## config.mk

```make
export PLATFORM = sky130hd
export DESIGN_NAME = c2s_sqrt_cell
export DESIGN_NICKNAME = d
export VERILOG_FILES = /design/src/hdl/c2s_pkg.sv /design/src/hdl/c2s_sqrt_cell.sv
export SDC_FILE = /design/constraint.sdc
export NUM_CORES = 1
export LEC_CHECK = 0
export ABC_AREA = 1
export ABC_CLOCK_PERIOD_IN_PS = 2400
export BUFFER_PORTS_ARGS = -buffer_cell sky130_fd_sc_hd__buf_2
export CORE_ASPECT_RATIO = 1.2
export CORE_MARGIN = 2
export CORE_UTILIZATION = 39
export DETAILED_ROUTE_END_ITERATION = 10
export MAX_ROUTING_LAYER = met4
export REMOVE_ABC_BUFFERS = 1
export SETUP_SLACK_MARGIN = 0.2
export SKIP_LAST_GASP = 1
export SYNTH_ARGS = -nofsm -noshare
export SYNTH_HDL_FRONTEND = slang
export SYNTH_SLANG_ARGS = --single-unit
```

## constraint.sdc

```tcl
create_clock -name clk -period 2.4 [get_ports clk]
set_clock_uncertainty 0.05 [all_clocks]
set_input_delay 0.24 -clock clk [delete_from_list [all_inputs] [get_ports clk]]
set_output_delay 0.24 -clock clk [all_outputs]
set_load 0.02 [all_outputs]
```

## src/hdl/c2s_pkg.sv

```systemverilog
// ---------------------------------------------------------------------------
// c2s_pkg: shared types and constants of the Cartesian-to-spherical converter
// Item layouts, internal widths and the CORDIC arctangent table.
// ---------------------------------------------------------------------------
package c2s_pkg;

    // Coordinate and difference widths.
    localparam int CRD_W  = 24;
    localparam int DIFF_W = CRD_W + 1;
    localparam int SQ_W   = 2 * CRD_W + 1;
    localparam int R2_W   = 2 * CRD_W + 2;

    // Square root: radicand scaled by 2^(2*SQ_FRAC), one root bit per cell.
    localparam int SQ_FRAC  = 28;
    localparam int ROOT_W   = (R2_W + 2 * SQ_FRAC) / 2;
    localparam int RAD_W    = 2 * ROOT_W;
    localparam int REM_W    = ROOT_W + 1;
    localparam int SQ_STEPS = ROOT_W;
    localparam int RNG_W    = ROOT_W + 1 - SQ_FRAC;

    // Operand normalization to a leading one at bit NRM_W-1.
    localparam int NRM_W     = 59;
    localparam int NRM_STEPS = 6;
    localparam int NSH_W     = 6;
    localparam int NRM_FIRST = 32;

    // CORDIC datapath.
    localparam int CRD_STEPS = 40;
    localparam int STEP_W    = $clog2(CRD_STEPS);
    localparam int CX_W      = 62;
    localparam int TAB_W     = 40;
    localparam int Z_W       = TAB_W + 1;
    localparam int Z_FRAC    = 32;

    // Result formats.
    localparam int ANG_FRAC = 16;
    localparam int ANG_W    = ANG_FRAC + 8;
    localparam int RANGE_W  = 25;
    localparam int RND_SH   = Z_FRAC - ANG_FRAC;

    localparam logic [ANG_W-1:0] RIGHT_ANGLE     = ANG_W'(90) << ANG_FRAC;
    localparam logic [ANG_W-1:0] NEG_RIGHT_ANGLE = ANG_W'(0) - RIGHT_ANGLE;

    // 180/pi with 32 fraction bits.
    localparam logic [127:0] DEG_PER_RAD_Q32 = 128'd246083499208;

    typedef struct packed {
        logic signed [CRD_W-1:0] src_x;
        logic signed [CRD_W-1:0] src_y;
        logic signed [CRD_W-1:0] src_z;
        logic signed [CRD_W-1:0] dst_x;
        logic signed [CRD_W-1:0] dst_y;
        logic signed [CRD_W-1:0] dst_z;
    } c2s_pos_t;

    typedef struct packed {
        logic        [RANGE_W-1:0] range_out;
        logic signed [ANG_W-1:0]   azimuth_deg;
        logic signed [ANG_W-1:0]   elevation_deg;
        logic                      undefined_flag;
    } c2s_sph_t;

    // Per-item facts that travel alongside the arithmetic lanes.
    typedef struct packed {
        logic [DIFF_W-1:0]  ax;
        logic [DIFF_W-1:0]  ay;
        logic [DIFF_W-1:0]  az;
        logic               azi_neg;
        logic               dx_zero;
        logic               dy_zero;
        logic               dy_neg;
        logic               dz_zero;
        logic               dz_neg;
        logic [RANGE_W-1:0] rng;
    } c2s_side_t;

    // atan(2^-i) in radians with 62 fraction bits, truncated power series.
    function automatic logic [63:0] atan_pow2_q62(input int unsigned i);
        logic [63:0] acc;
        logic [63:0] term;
        int unsigned e;
        int unsigned k;
        acc = '0;
        for (k = 0; k < 32; k++)
        begin
            e = i * (2 * k + 1);
            if (e <= 62)
            begin
                term = (64'd1 << (62 - e)) / 64'(2 * k + 1);
                if (k[0])
                    acc = acc - term;
                else
                    acc = acc + term;
            end
        end
        return acc;
    endfunction

    // atan(1/3) in radians with 62 fraction bits.
    function automatic logic [63:0] atan_third_q62();
        logic [63:0] p;
        logic [63:0] acc;
        logic [63:0] term;
        int unsigned k;
        p   = (64'd1 << 62) / 64'd3;
        acc = '0;
        for (k = 0; k < 32; k++)
        begin
            if (p != 64'd0)
            begin
                term = p / 64'(2 * k + 1);
                if (k[0])
                    acc = acc - term;
                else
                    acc = acc + term;
                p = p / 64'd9;
            end
        end
        return acc;
    endfunction

    // Rotation angle of step i in degrees with 32 fraction bits, rounded.
    function automatic logic [TAB_W-1:0] atan_entry(input int unsigned i);
        logic [63:0]  rad;
        logic [127:0] prod;
        if (i == 0)
            rad = atan_pow2_q62(1) + atan_third_q62();
        else
            rad = atan_pow2_q62(i);
        prod = {64'd0, rad} * DEG_PER_RAD_Q32 + (128'd1 << 61);
        return prod[62 +: TAB_W];
    endfunction

endpackage

```

## src/hdl/c2s_sqrt_cell.sv

```systemverilog
// ---------------------------------------------------------------------------
// c2s_sqrt_cell: one digit of a restoring square root
// Brings down two radicand bits and decides one root bit per cycle while en is high.
// ---------------------------------------------------------------------------
module c2s_sqrt_cell (
    input  logic                          clk,
    input  logic                          en,
    input  logic [c2s_pkg::RAD_W-1:0]     rad_in,
    input  logic [c2s_pkg::ROOT_W-1:0]    root_in,
    input  logic [c2s_pkg::REM_W-1:0]     rem_in,
    output logic [c2s_pkg::RAD_W-1:0]     rad_out,
    output logic [c2s_pkg::ROOT_W-1:0]    root_out,
    output logic [c2s_pkg::REM_W-1:0]     rem_out
);

    logic [c2s_pkg::REM_W+1:0]  cur;
    logic [c2s_pkg::REM_W+1:0]  trial;
    logic [c2s_pkg::REM_W+1:0]  diff;
    logic                       ge;
    logic [c2s_pkg::RAD_W-1:0]  rad_reg;
    logic [c2s_pkg::RAD_W-1:0]  rad_next;
    logic [c2s_pkg::ROOT_W-1:0] root_reg;
    logic [c2s_pkg::ROOT_W-1:0] root_next;
    logic [c2s_pkg::REM_W-1:0]  rem_reg;
    logic [c2s_pkg::REM_W-1:0]  rem_next;

    always_comb
    begin
        cur       = {rem_in, rad_in[c2s_pkg::RAD_W-1 -: 2]};
        trial     = {1'b0, root_in, 2'b01};
        ge        = (cur >= trial);
        diff      = cur - trial;
        rem_next  = ge ? diff[c2s_pkg::REM_W-1:0] : cur[c2s_pkg::REM_W-1:0];
        root_next = {root_in[c2s_pkg::ROOT_W-2:0], ge};
        rad_next  = {rad_in[c2s_pkg::RAD_W-3:0], 2'b00};
    end

    always_ff @(posedge clk)
    begin
        if (en)
        begin
            rad_reg  <= rad_next;
            root_reg <= root_next;
            rem_reg  <= rem_next;
        end
    end

    assign rad_out  = rad_reg;
    assign root_out = root_reg;
    assign rem_out  = rem_reg;

endmodule

```

==> run summary <==
die area: 32,900 um2
Seq/Total Area, Yosys: 0.516
Hold Violations, Final: 0
post-synthesis instance area: 12,300 um2
Clock power frac: 0.308
CP delay by family, top: simple AND/OR/NAND/NOR gates
WL/cell: 17.3 um
post-CTS setup buffer count: 0
DR iter-0 viols: 821
EDFF count, synth: 211
synth cell count leaders: nand2_1 (542), inv_1 (347), edfxtp_1 (211)
Pint: 7690 uW
Tot GR Track Use: 0.280
clock tree buffer depth: 3
Critical Path Most Common Cell: nand2_1
total number of yosys warnings: 0
Cell Pwr Density: 606 nW/um2
Top FF cell, synth: edfxtp_1
Final Non-Filler Cells: 2,668
hold worst-path end: rem_out[16]
Finish-stage setup viols: 0
Core Region: 31,200 um2
asr flop ratio synth: 0
IO Pins: 428
Starting Density: 0.394
ANT nets after route: 0
CTS buffer count: 22
CP endpoint kind: flop
chain of cells forming the critical path: buf_2 -> inv_1 -> ha_1 -> nand2_1 -> inv_1 -> nand2_1 -> nand2_1 -> inv_1 -> nand2_1 -> nand3b_2 -> nand2_2 -> nand3_4 -> buf_12 -> nand3_1 -> nand2_1
Die W: 166 um
slowest CP cell: ha_1
design area: 18,400 um2
HPWL Detailed: 37,000 um
vias in the first global route: 12,207
Yosys top cell by area: edfxtp_1
count leader, synth: nand2_1
class of the tightest hold or removal check: in -> reg
Seq cells post-synth: 211
max-cap violation count: 0
Filler Cell Count: 2,843
root buf cell: clkbuf_16
CP required: 2.61 ns
RSZ-0062 raised after global routing: true
Worst setup SP type: primary input
pre-CTS worst setup slack: -0.199 ns
post-synth cell types: 32
Residual DRC: 0
Cells after Synth: 1,500
worst endpoint data arrival time: 2.28 ns
Net count, final: 2,521
critical path class: in -> reg
hold path start: rem_in[14]
row count: 71
via total after detailed routing: 12,223
placed cells: 2,468
Slew Limit Fails: 0
area growth from synthesis to layout: 49.5%
outcome: completed
crit-path max FO: 16
Worst-Margin Slew: 0.518 ns
Gate power share: 0.281
IO Port Bufs: 425
Tcrit/Tclk final: 0.863
final wirelength: 46,100 um
initial antenna violation count: 2
Max IR drop VDD: 0.000495 V
first-pass GRT wire length: 68,700 um
Fmax: 483 MHz
leak pwr: 0.00978 uW
Placed Area: 16,000 um2
CP Buf/Inv Count: 5
layout cells sized above 1: 0.282
Tmin final: 2.07 ns
clock sink count: 211
DIE HEIGHT: 198 um
sw power: 3440 uW
H-tree levels: 1
sw frac: 0.309
Seq pwr share: 0.411
Final GP Congestion: 1.01
Rel. slew slack: 0.655
post-route worst setup slack: 0.328 ns
CTS tree: built
hold path cells: 3
clock-pin slew on the worst setup and hold paths: 0.06 ns
largest net degree at the start of global routing: 58
CP max stage delay: 0.37 ns
GRT overflow: 0
DR pass1 iterations: 5
via-per-instance ratio: 4.58
top-area cell type share of the netlist area: 0.516
Post-Syn Area per Cell: 8.19 um2
Synth area leaders: edfxtp_1 (52%), nand2_1 (17%), inv_1 (11%), ha_1 (5.6%), nor2_1 (2.8%)
final cells by class:
cell class	count	area, um2	area share
flip-flops and latches	211	6340	0.345
repair buffers	745	5010	0.273
multi-input cells	921	4490	0.244
inverters	350	1310	0.0715
clock buffers	25	583	0.0317
well taps	401	502	0.0273
clock inverters	14	129	0.00702
diodes	1	2.50	0.000136
registers in the layout (all words and copies together) (netlist names):
name      cells
rad_out     104
rem_out      54
root_out     53
cell usage in the layout (no fill, tap or decap), types with 2 or more instances in the layout:
master,count
clkbuf_1,2
and2_1,5
clkinvlp_4,2
inv_2,3
o21bai_1,2
nor3_2,2
buf_12,6
clkinv_2,5
nor2_2,5
xor2_1,28
nor2_1,90
clkbuf_16,23
inv_1,347
o21ai_0,3
buf_4,154
nand4_1,38
buf_2,424
nor3_1,6
conb_1,2
nand2_1,542
edfxtp_1,211
o21ai_1,27
nand3_1,62
clkinv_1,3
ha_1,55
dlygate4sd3_1,160
nand3b_1,12
a21oi_1,29
bufinv_16,2
nand2_2,4
tightest hold or removal path, stage by stage:
cell	delay (ns)
buf_2	0.09
inv_1	0.03
o21ai_1	0.11
metrics by stage:
stage               hold WS, ns  power, uW   util  TNS (ns)
floorplan                 0.289       6170      -    -36.28
CTS                    0.000622      11200  0.589         0
global route             0.0278      11600  0.589         0
finish                   0.0155      11100  0.589         0
detailed placement        0.368       7560  0.515     -7.19
global placement          0.366       7540  0.515     -4.17
what timing repair did:
item | in CTS | in global routing
hold buffers | 160 | 0
endpoints found under the setup margin | 0 | 17
gates resized for setup | 0 | 2
hold endpoints to repair | 160 | 0
kinds of logic after synthesis:
kind of cell    count (synthesis)  share of synthesized area
flops                         211                      0.516
fa+ha+maj                      55                     0.0560
buf+inv                       369                      0.120
other cells                     1                   0.000305
xor+xnor                       29                     0.0207
simple gates                  771                      0.260
compound gates                 64                     0.0272
power groups by stage:
stage / registers (uW) / clock network [uW] / logic, uW
floorplan: 5120 / 0 / 1040
global placement: 4650 / 0 / 2900
detailed placement: 4640 / 0 / 2920
CTS: 4570 / 3490 / 3140
global route: 4610 / 3610 / 3420
finish: 4570 / 3430 / 3130
layer usage:
| metal | global-route usage | up-vias | wire [um] |
|---|---|---|---|
| li1 | - | 6179 | - |
| met1 | 0.335 | 5587 | 19000 |
| met2 | 0.503 | 405 | 23300 |
| met3 | 0.0334 | 52 | 2540 |
| met4 | 0.0760 | 0 | 1190 |
| met5 | - | - | 0 |
worst max-delay path by stage:
| stage | to | depth (start not counted) | slack, ns | from |
|---|---|---|---|---|
| final | rem_out[44] | 15 | 0.33 | root_in[21] |
| after global routing | rem_out[2] | 14 | 0.20 | root_in[21] |
| after CTS | rem_out[44] | 14 | 0.35 | root_in[45] |
| after detailed placement | rem_out[41] | 12 | -0.20 | root_in[37] |
| after global placement | rem_out[41] | 12 | -0.19 | root_in[35] |
| after floorplan | rem_out[49] | 14 | -0.70 | root_in[37] |
Power figures use the tool's default switching activity.
