### src/hdl/c2s_pkg.sv
// ---------------------------------------------------------------------------
// c2s_pkg: shared types and constants of the Cartesian-to-spherical converter
// Item layouts, internal widths and the CORDIC arctangent table.
// ---------------------------------------------------------------------------
package c2s_pkg;

    // Coordinate and difference widths.
    localparam int CRD_W  = 24;
    localparam int DIFF_W = CRD_W + 1;
    localparam int SQ_W   = 2 * CRD_W + 1;
    localparam int R2_W   = 2 * CRD_W + 2;

    // Square root: radicand scaled by 2^(2*SQ_FRAC), one root bit per cell.
    localparam int SQ_FRAC  = 28;
    localparam int ROOT_W   = (R2_W + 2 * SQ_FRAC) / 2;
    localparam int RAD_W    = 2 * ROOT_W;
    localparam int REM_W    = ROOT_W + 1;
    localparam int SQ_STEPS = ROOT_W;
    localparam int RNG_W    = ROOT_W + 1 - SQ_FRAC;

    // Operand normalization to a leading one at bit NRM_W-1.
    localparam int NRM_W     = 59;
    localparam int NRM_STEPS = 6;
    localparam int NSH_W     = 6;
    localparam int NRM_FIRST = 32;

    // CORDIC datapath.
    localparam int CRD_STEPS = 40;
    localparam int STEP_W    = $clog2(CRD_STEPS);
    localparam int CX_W      = 62;
    localparam int TAB_W     = 40;
    localparam int Z_W       = TAB_W + 1;
    localparam int Z_FRAC    = 32;

    // Result formats.
    localparam int ANG_FRAC = 16;
    localparam int ANG_W    = ANG_FRAC + 8;
    localparam int RANGE_W  = 25;
    localparam int RND_SH   = Z_FRAC - ANG_FRAC;

    localparam logic [ANG_W-1:0] RIGHT_ANGLE     = ANG_W'(90) << ANG_FRAC;
    localparam logic [ANG_W-1:0] NEG_RIGHT_ANGLE = ANG_W'(0) - RIGHT_ANGLE;

    // 180/pi with 32 fraction bits.
    localparam logic [127:0] DEG_PER_RAD_Q32 = 128'd246083499208;

    typedef struct packed {
        logic signed [CRD_W-1:0] src_x;
        logic signed [CRD_W-1:0] src_y;
        logic signed [CRD_W-1:0] src_z;
        logic signed [CRD_W-1:0] dst_x;
        logic signed [CRD_W-1:0] dst_y;
        logic signed [CRD_W-1:0] dst_z;
    } c2s_pos_t;

    typedef struct packed {
        logic        [RANGE_W-1:0] range_out;
        logic signed [ANG_W-1:0]   azimuth_deg;
        logic signed [ANG_W-1:0]   elevation_deg;
        logic                      undefined_flag;
    } c2s_sph_t;

    // Per-item facts that travel alongside the arithmetic lanes.
    typedef struct packed {
        logic [DIFF_W-1:0]  ax;
        logic [DIFF_W-1:0]  ay;
        logic [DIFF_W-1:0]  az;
        logic               azi_neg;
        logic               dx_zero;
        logic               dy_zero;
        logic               dy_neg;
        logic               dz_zero;
        logic               dz_neg;
        logic [RANGE_W-1:0] rng;
    } c2s_side_t;

    // atan(2^-i) in radians with 62 fraction bits, truncated power series.
    function automatic logic [63:0] atan_pow2_q62(input int unsigned i);
        logic [63:0] acc;
        logic [63:0] term;
        int unsigned e;
        int unsigned k;
        acc = '0;
        for (k = 0; k < 32; k++)
        begin
            e = i * (2 * k + 1);
            if (e <= 62)
            begin
                term = (64'd1 << (62 - e)) / 64'(2 * k + 1);
                if (k[0])
                    acc = acc - term;
                else
                    acc = acc + term;
            end
        end
        return acc;
    endfunction

    // atan(1/3) in radians with 62 fraction bits.
    function automatic logic [63:0] atan_third_q62();
        logic [63:0] p;
        logic [63:0] acc;
        logic [63:0] term;
        int unsigned k;
        p   = (64'd1 << 62) / 64'd3;
        acc = '0;
        for (k = 0; k < 32; k++)
        begin
            if (p != 64'd0)
            begin
                term = p / 64'(2 * k + 1);
                if (k[0])
                    acc = acc - term;
                else
                    acc = acc + term;
                p = p / 64'd9;
            end
        end
        return acc;
    endfunction

    // Rotation angle of step i in degrees with 32 fraction bits, rounded.
    function automatic logic [TAB_W-1:0] atan_entry(input int unsigned i);
        logic [63:0]  rad;
        logic [127:0] prod;
        if (i == 0)
            rad = atan_pow2_q62(1) + atan_third_q62();
        else
            rad = atan_pow2_q62(i);
        prod = {64'd0, rad} * DEG_PER_RAD_Q32 + (128'd1 << 61);
        return prod[62 +: TAB_W];
    endfunction

endpackage

### src/hdl/c2s_norm_cell.sv
// ---------------------------------------------------------------------------
// c2s_norm_cell: one step of operand normalization
// Shifts an operand pair left by a fixed amount when its top bits are clear.
// ---------------------------------------------------------------------------
module c2s_norm_cell (
    input  logic                        clk,
    input  logic                        en,
    input  logic [c2s_pkg::NSH_W-1:0]   sh,
    input  logic [c2s_pkg::NRM_W-1:0]   x_in,
    input  logic [c2s_pkg::NRM_W-1:0]   y_in,
    output logic [c2s_pkg::NRM_W-1:0]   x_out,
    output logic [c2s_pkg::NRM_W-1:0]   y_out
);

    logic [c2s_pkg::NRM_W-1:0] hi_mask;
    logic                      move;
    logic [c2s_pkg::NRM_W-1:0] x_reg;
    logic [c2s_pkg::NRM_W-1:0] x_next;
    logic [c2s_pkg::NRM_W-1:0] y_reg;
    logic [c2s_pkg::NRM_W-1:0] y_next;

    // The larger operand decides; OR-ing both gives the same leading one.
    always_comb
    begin
        hi_mask = ~({c2s_pkg::NRM_W{1'b1}} >> sh);
        move    = (((x_in | y_in) & hi_mask) == '0);
        x_next  = move ? (x_in << sh) : x_in;
        y_next  = move ? (y_in << sh) : y_in;
    end

    always_ff @(posedge clk)
    begin
        if (en)
        begin
            x_reg <= x_next;
            y_reg <= y_next;
        end
    end

    assign x_out = x_reg;
    assign y_out = y_reg;

endmodule

### config.mk
export PLATFORM = sky130hd
export DESIGN_NAME = c2s_norm_cell
export DESIGN_NICKNAME = d
export VERILOG_FILES = /design/src/hdl/c2s_pkg.sv /design/src/hdl/c2s_norm_cell.sv
export SDC_FILE = /design/constraint.sdc
export NUM_CORES = 1
export LEC_CHECK = 0
export BUFFER_PORTS_ARGS = -buffer_cell sky130_fd_sc_hd__buf_4
export CELL_PAD_IN_SITES_DETAIL_PLACEMENT = 1
export CELL_PAD_IN_SITES_GLOBAL_PLACEMENT = 2
export CORE_MARGIN = 2
export CORE_UTILIZATION = 32
export CTS_BUF_LIST = sky130_fd_sc_hd__clkbuf_4 sky130_fd_sc_hd__clkbuf_8 sky130_fd_sc_hd__clkbuf_16
export DETAILED_ROUTE_END_ITERATION = 12
export GPL_ROUTABILITY_DRIVEN = 0
export GPL_TIMING_DRIVEN = 1
export PLACE_DENSITY_LB_ADDON = 0.1
export SKIP_LAST_GASP = 1
export SYNTH_ARGS = -nofsm -noshare
export SYNTH_HDL_FRONTEND = slang
export SYNTH_SLANG_ARGS = --single-unit
### constraint.sdc
create_clock -name clk -period 3 [get_ports clk]
set_input_delay 0.3 -clock clk [delete_from_list [all_inputs] [get_ports clk]]
set_output_delay 0.3 -clock clk [all_outputs]
set_load 0.02 [all_outputs]
==> metrics.txt, run 1 <==
outcome=completed; Row Count=72; power share of the clock group=28.5%; Synth-to-Final Area Change=31.11%; drt wl/cell=31.36 µm; detailed-route DRC error count=0; Die Y=201.3 µm; number of cells on the worst hold path=2; count of hold-fix buffers inserted at cts=0; most common cell after layout, fill and taps aside=sky130_fd_sc_hd__buf_4; beginning of the worst hold path=y_in[4]; Post-Synth Simple-Gate Area=13.70%; cell class contributing the biggest share of worst-path delay=simple AND/OR/NAND/NOR gates; placed cell count=2,080; Hold Path End=y_out[4]; power density over the cells=397.3 nW/µm²; setup repair after global routing missed its margin=false; number of antenna violations at the first check in global routing=0; Filler Cell Count=4,465; number of synthesized flops with an enable pin=118; IO Port Bufs=243; sequential area share after synthesis=28.46%; async set-or-reset flop fraction in the synthesized netlist=0%; count of endpoints failing hold in the final timing report=0; Power, Total=0.006485 W; number of buffers created by CTS=17; number of failing setup endpoints in the final timing report=0; max-cap check violation count=0; via count of the first global-routing pass=13.41k; achievable clock frequency=349.9 MHz; register share of total power=31.2%; largest family of logic cells by synthesized area=multiplexers; number of detailed-route iterations in the first pass=5; Total Die Area=40,510 µm²; final non-filler cell total=2,109; number of nets still failing antenna checks after routing=0; most used flip-flop cell after synthesis=sky130_fd_sc_hd__edfxtp_1; Yosys warnings=0; remaining global-route overflow=0; clock tree root buffer cell=sky130_fd_sc_hd__clkbuf_16; Post-Synthesis Cell Area=12,450 µm²; estimated wirelength of the detail-placed design=50.74 mm; worst path cell trace=buf_4 > buf_12 > or3_1 > o211ai_1 > nand4_1 > a2111oi_1 > nand3_1 > nor4_2 > buf_4 > buf_12 > mux2_2; Net Sw Frac=36.65%; largest driver fanout on the critical path=32; die width=201.3 µm; vias per cell=6.238; count of pins over their slew limit=0; layout net count=1,708; wire length of the first global-routing pass=94.29 mm; initial DRC count=1,337; Max H-tree Level=4; number of buffers between clock root and the deepest sink=2; worst hold-check path type=input port to flip-flop; type of the worst setup path=input port to flip-flop; crit path DAT=3.07 ns; post-synthesis area per instance=9.789 µm²; Diodes inserted=0; critical-path cell with the highest stage delay=sky130_fd_sc_hd__or3_1; Buf/Inv on CP=4; clock tree from TritonCTS=done; setup TNS=0 ns; VDD IR-drop max=0.4526 mV; total length of routed wires=66.13 mm; Crit. End Element=flip-flop; Clock Sinks=118; CP peak stage delay=0.48 ns; share of the clock period used by the worst path=95.27%; headroom to the max-slew limit=49.50%; xor/xnor share of the synthesized area=0%; crit start category=input port; fin crit period=2.858 ns; commonest non-fill, non-tap cells in the layout=sky130_fd_sc_hd__buf_4 (402), sky130_fd_sc_hd__nand2_1 (245), sky130_fd_sc_hd__nor2_1 (118), sky130_fd_sc_hd__edfxtp_1 (118), sky130_fd_sc_hd__mux4_2 (114); Tot GR Track Use=32.28%; Boundary Pins=244; total via count after detailed routing=13.16k; power share of the combinational group=40.3%; arithmetic-cell share of the synthesized area counting full adders, half adders and majority gates=0.08039%; number of instances in the synthesized netlist=1,272; worst path required time=3.21 ns; synth unique cells=61; Cell Int Power=0.004108 W; worst-case hold slack=0.2031 ns; mux contribution to synthesized area=35.55%; starting utilization of the core area=32.29%; core footprint=38,560 µm²; fraction of layout instances using a drive strength above 1=42.36%; leakage power of the design=6.482 nW; switching power summed over all nets=0.002377 W; largest net degree at the start of global routing=119; post-synthesis compound-gate area fraction=17.08%; clock-pin slew of the registers on the worst-case setup and hold paths=0.06 ns; post-synthesis net count=1,398; Worst Max-Slew Pin Slew=0.7496 ns; Seq cells post-synth=118
-- kinds of logic after synthesis --
group                      after synthesis
and+or+nand+nor                        418
AOI/OAI and AO/OA                      302
muxes                                  287
buffers and inverters                  146
DFF                                    118
adders and majority gates                1
-- cells in the mapped netlist (3+ instances only) --
| library cell | instances | share of area, % |
|---|---|---|
| sky130_fd_sc_hd__mux2i_1 | 71 | 5.7 |
| sky130_fd_sc_hd__a31oi_1 | 12 | 0.60 |
| sky130_fd_sc_hd__nand3_1 | 10 | 0.40 |
| sky130_fd_sc_hd__o31ai_1 | 4 | 0.24 |
| sky130_fd_sc_hd__mux4_2 | 114 | 21 |
| sky130_fd_sc_hd__a221o_1 | 3 | 0.24 |
| sky130_fd_sc_hd__a22oi_1 | 4 | 0.24 |
| sky130_fd_sc_hd__mux2_2 | 102 | 9.2 |
| sky130_fd_sc_hd__o32ai_1 | 13 | 0.91 |
| sky130_fd_sc_hd__nor3_1 | 7 | 0.28 |
| sky130_fd_sc_hd__clkbuf_1 | 66 | 2.0 |
| sky130_fd_sc_hd__o21a_1 | 6 | 0.36 |
| sky130_fd_sc_hd__buf_1 | 10 | 0.30 |
| sky130_fd_sc_hd__edfxtp_1 | 118 | 28 |
| sky130_fd_sc_hd__o2111ai_1 | 5 | 0.35 |
| sky130_fd_sc_hd__o22a_1 | 19 | 1.3 |
| sky130_fd_sc_hd__a311o_1 | 5 | 0.40 |
| sky130_fd_sc_hd__o21ai_0 | 74 | 3.0 |
| sky130_fd_sc_hd__o22ai_1 | 16 | 0.80 |
| sky130_fd_sc_hd__a21o_1 | 3 | 0.18 |
| sky130_fd_sc_hd__o2bb2ai_1 | 21 | 1.5 |
| sky130_fd_sc_hd__o41ai_1 | 3 | 0.21 |
| sky130_fd_sc_hd__and3_1 | 4 | 0.20 |
| sky130_fd_sc_hd__or3_1 | 8 | 0.40 |
| sky130_fd_sc_hd__buf_4 | 10 | 0.60 |
| sky130_fd_sc_hd__nor4_1 | 8 | 0.40 |
| sky130_fd_sc_hd__a22o_1 | 9 | 0.63 |
| sky130_fd_sc_hd__buf_2 | 37 | 1.5 |
| sky130_fd_sc_hd__a311oi_1 | 3 | 0.21 |
| sky130_fd_sc_hd__and2_1 | 3 | 0.15 |
| sky130_fd_sc_hd__inv_1 | 20 | 0.60 |
| sky130_fd_sc_hd__a32o_1 | 3 | 0.24 |
| sky130_fd_sc_hd__o221ai_1 | 24 | 1.7 |
| sky130_fd_sc_hd__nand4_1 | 5 | 0.25 |
| sky130_fd_sc_hd__nand2_1 | 245 | 7.4 |
| sky130_fd_sc_hd__o221a_2 | 4 | 0.36 |
| sky130_fd_sc_hd__nor2_1 | 118 | 3.6 |
| sky130_fd_sc_hd__a21oi_1 | 46 | 1.8 |
| sky130_fd_sc_hd__o211ai_1 | 8 | 0.48 |
-- final cells by class --
type / instances / area [µm²] / share of cell area [%]
clock inverters: 7 / 36.28 / 0.2223
inverters: 22 / 85.08 / 0.5212
well taps: 518 / 648.1 / 3.970
clock buffers: 21 / 455.4 / 2.790
repair buffers: 415 / 3269 / 20.03
multi-input cells: 1008 / 8288 / 50.77
flip-flops and latches: 118 / 3543 / 21.70
-- stage by stage --
stage / setup slack [ns] / instance area [µm²] / utilization, %
floorplan: 0.1541 / 12450 / -
global placement: -0.3933 / 15810 / 41.01
detailed placement: -0.3949 / 15810 / 41.01
CTS: 0.08040 / 16310 / 42.29
global route: 0.05291 / 16330 / 42.34
finish: 0.1419 / 16330 / 42.34
-- power groups by stage --
stage / clock network, W / registers (W) / logic [W]
global placement: 0 / 0.00206 / 0.00256
detailed placement: 0 / 0.00206 / 0.00258
global route: 0.00193 / 0.00204 / 0.00275
CTS: 0.00188 / 0.00203 / 0.00259
floorplan: 0 / 0.00220 / 0.00116
finish: 0.00185 / 0.00203 / 0.00261
-- metal layers --
layer  share of wire (%)  track usage (%)  vias up
li1                    -                -     5571
met1                  39            41.04     6789
met2                  50            54.60      659
met3                 6.3            3.223      136
met4                 5.3            16.73        0
met5                   0                0        -
-- flip-flops by register name, summed over array words and instances, names as in the netlist --
name / cells
y_out: 59
x_out: 59
-- worst max path at each step --
stage	start	endpoint	slack, ns	depth (start not counted)
after detailed placement	sh[1]	x_out[40]	-0.39	11
after floorplan	sh[1]	y_out[52]	0.15	10
after CTS	sh[1]	x_out[40]	0.08	11
final	sh[2]	x_out[43]	0.14	11
after global placement	y_in[9]	x_out[29]	-0.39	11
after global routing	sh[2]	x_out[38]	0.05	11
-- repair_timing --
item,CTS,global route
setup endpoints to repair,0,70
setup buffers,0,1
resized for setup,0,3
hold endpoints to repair,0,0
Note: power is estimated with default switching activity, not from simulation.
==> run 2: changes to the inputs <==
Settings changed: RECOVER_POWER set to 25.
==> metrics.txt, run 2 (synthesized netlist as in run 1, its figures left out) <==
Die Y=201.3 µm; worst path required time=3.21 ns; vias per cell=6.243; Hold Path End=y_out[18]; achievable clock frequency=346.5 MHz; CP peak stage delay=0.48 ns; violated checks=max-capacitance violations, max-slew violations; type of the worst setup path=input port to flip-flop; Cell Int Power=0.004110 W; number of buffers created by CTS=17; clock-pin slew of the registers on the worst-case setup and hold paths=0.06 ns; crit start category=input port; number of buffers between clock root and the deepest sink=2; Synth-to-Final Area Change=31.01%; Row Count=72; worst path cell trace=buf_4 > buf_12 > or3_1 > o211ai_1 > nand4_1 > a2111oi_1 > nand3_1 > nor4_2 > buf_4 > buf_12 > mux2_2; fin crit period=2.886 ns; Filler Cell Count=4,466; starting utilization of the core area=32.29%; wire length of the first global-routing pass=94.29 mm; layout net count=1,708; outcome=complete, but fails checks; initial DRC count=1,439; Net Sw Frac=36.63%; post-route standard cell area excluding fillers=16,310 µm²; die width=201.3 µm; Max H-tree Level=4; IO Port Bufs=243; number of failing setup endpoints in the final timing report=0; commonest non-fill, non-tap cells in the layout=sky130_fd_sc_hd__buf_4 (401), sky130_fd_sc_hd__nand2_1 (245), sky130_fd_sc_hd__nor2_1 (118), sky130_fd_sc_hd__edfxtp_1 (118), sky130_fd_sc_hd__mux4_2 (114); Diodes inserted=0; Clock Sinks=118; most common cell after layout, fill and taps aside=sky130_fd_sc_hd__buf_4; total via count after detailed routing=13.17k; Boundary Pins=244; switching power summed over all nets=0.002376 W; core utilization of the finished layout=42.31%; clock tree root buffer cell=sky130_fd_sc_hd__clkbuf_16; Power, Total=0.006486 W; largest driver fanout on the critical path=32; max-cap check violation count=1; drt wl/cell=31.29 µm; fraction of layout instances using a drive strength above 1=42.36%; estimated wirelength of the detail-placed design=50.74 mm; total placed instance area=15,810 µm²; Buf/Inv on CP=4; power share of the clock group=28.5%; count of endpoints failing hold in the final timing report=0; clock tree from TritonCTS=done; crit path DAT=3.09 ns; power density over the cells=397.6 nW/µm²; detailed-route DRC error count=0; number of antenna violations at the first check in global routing=0; Total Die Area=40,510 µm²; total length of routed wires=65.99 mm; Crit. End Element=flip-flop; register share of total power=31.3%; headroom to the max-slew limit=-28.12%; share of the clock period used by the worst path=96.20%; number of cells on the worst hold path=2; VDD IR-drop max=0.4506 mV; Worst Max-Slew Pin Slew=1.922 ns; largest net degree at the start of global routing=119; count of pins over their slew limit=119; beginning of the critical path=sh[2]; leakage power of the design=6.477 nW; remaining global-route overflow=0; setup repair after global routing missed its margin=false; beginning of the worst hold path=y_in[18]; core footprint=38,560 µm²; worst hold-check path type=input port to flip-flop; cell class contributing the biggest share of worst-path delay=simple AND/OR/NAND/NOR gates; via count of the first global-routing pass=13.41k; Tot GR Track Use=32.28%; number of detailed-route iterations in the first pass=5; power share of the combinational group=40.2%; number of nets still failing antenna checks after routing=0; critical-path cell with the highest stage delay=sky130_fd_sc_hd__or3_1
==> run 2: cell types whose count changed in the layout (fill, tap and decap cells not counted) <==
cell,previous run,this run
sky130_fd_sc_hd__buf_12,12,11
sky130_fd_sc_hd__clkbuf_4,4,6
sky130_fd_sc_hd__buf_4,402,401
==> run 2: power by group through the flow <==
stage	sequential, W	clock, W	combinational, W
5_1_grt	0.00204	0.00193	0.00274
2_1_floorplan	0.00220	0	0.00116
4_1_cts	0.00203	0.00188	0.00259
3_5_place_dp	0.00206	0	0.00258
6_report	0.00203	0.00185	0.00261
3_3_place_gp	0.00206	0	0.00256
==> run 2: through the flow <==
stage	setup slack [ns]	setup TNS, ns	cells	hold slack (ns)
3_5_place_dp	-0.3949	-35.63	2080	0.6639
3_3_place_gp	-0.3933	-35.53	2080	0.6513
6_report	0.1141	0	2109	0.2085
5_1_grt	0.05291	0	2109	0.2025
4_1_cts	0.08040	0	2108	0.1722
2_1_floorplan	0.1541	0	1272	0.4125
==> run 2: worst max-delay path by stage <==
stage,endpoint,slack (ns),cells after the start
after floorplan,y_out[52],0.15,10
after global placement,x_out[29],-0.39,11
after detailed placement,x_out[40],-0.39,11
after CTS,x_out[40],0.08,11
after global routing,x_out[38],0.05,11
final,x_out[38],0.11,11
==> run 2: final cells by class <==
| type | instances | area (µm²) | area share (%) |
|---|---|---|---|
| clock buffer | 21 | 455.4 | 2.792 |
| multi-input combinational | 1008 | 8288 | 50.81 |
| timing repair buffer | 415 | 3257 | 19.96 |
| tap | 518 | 648.1 | 3.973 |
| clock inverter | 7 | 36.28 | 0.2224 |
| sequential | 118 | 3543 | 21.72 |
| inverter | 22 | 85.08 | 0.5216 |
==> run 2: routing by layer <==
metal	part of all wire [%]	wire length, µm	GRT usage [%]
met3	6.2	4089	3.223
met1	39	25750	41.04
met2	50	32750	54.60
met4	5.2	3407	16.73
met5	0	0	0
==> run 2: what timing repair did <==
action	4_1_cts	5_1_grt
hold buffers	0	0
setup buffers	0	1
resized for setup	0	3
setup endpoints to repair	0	70
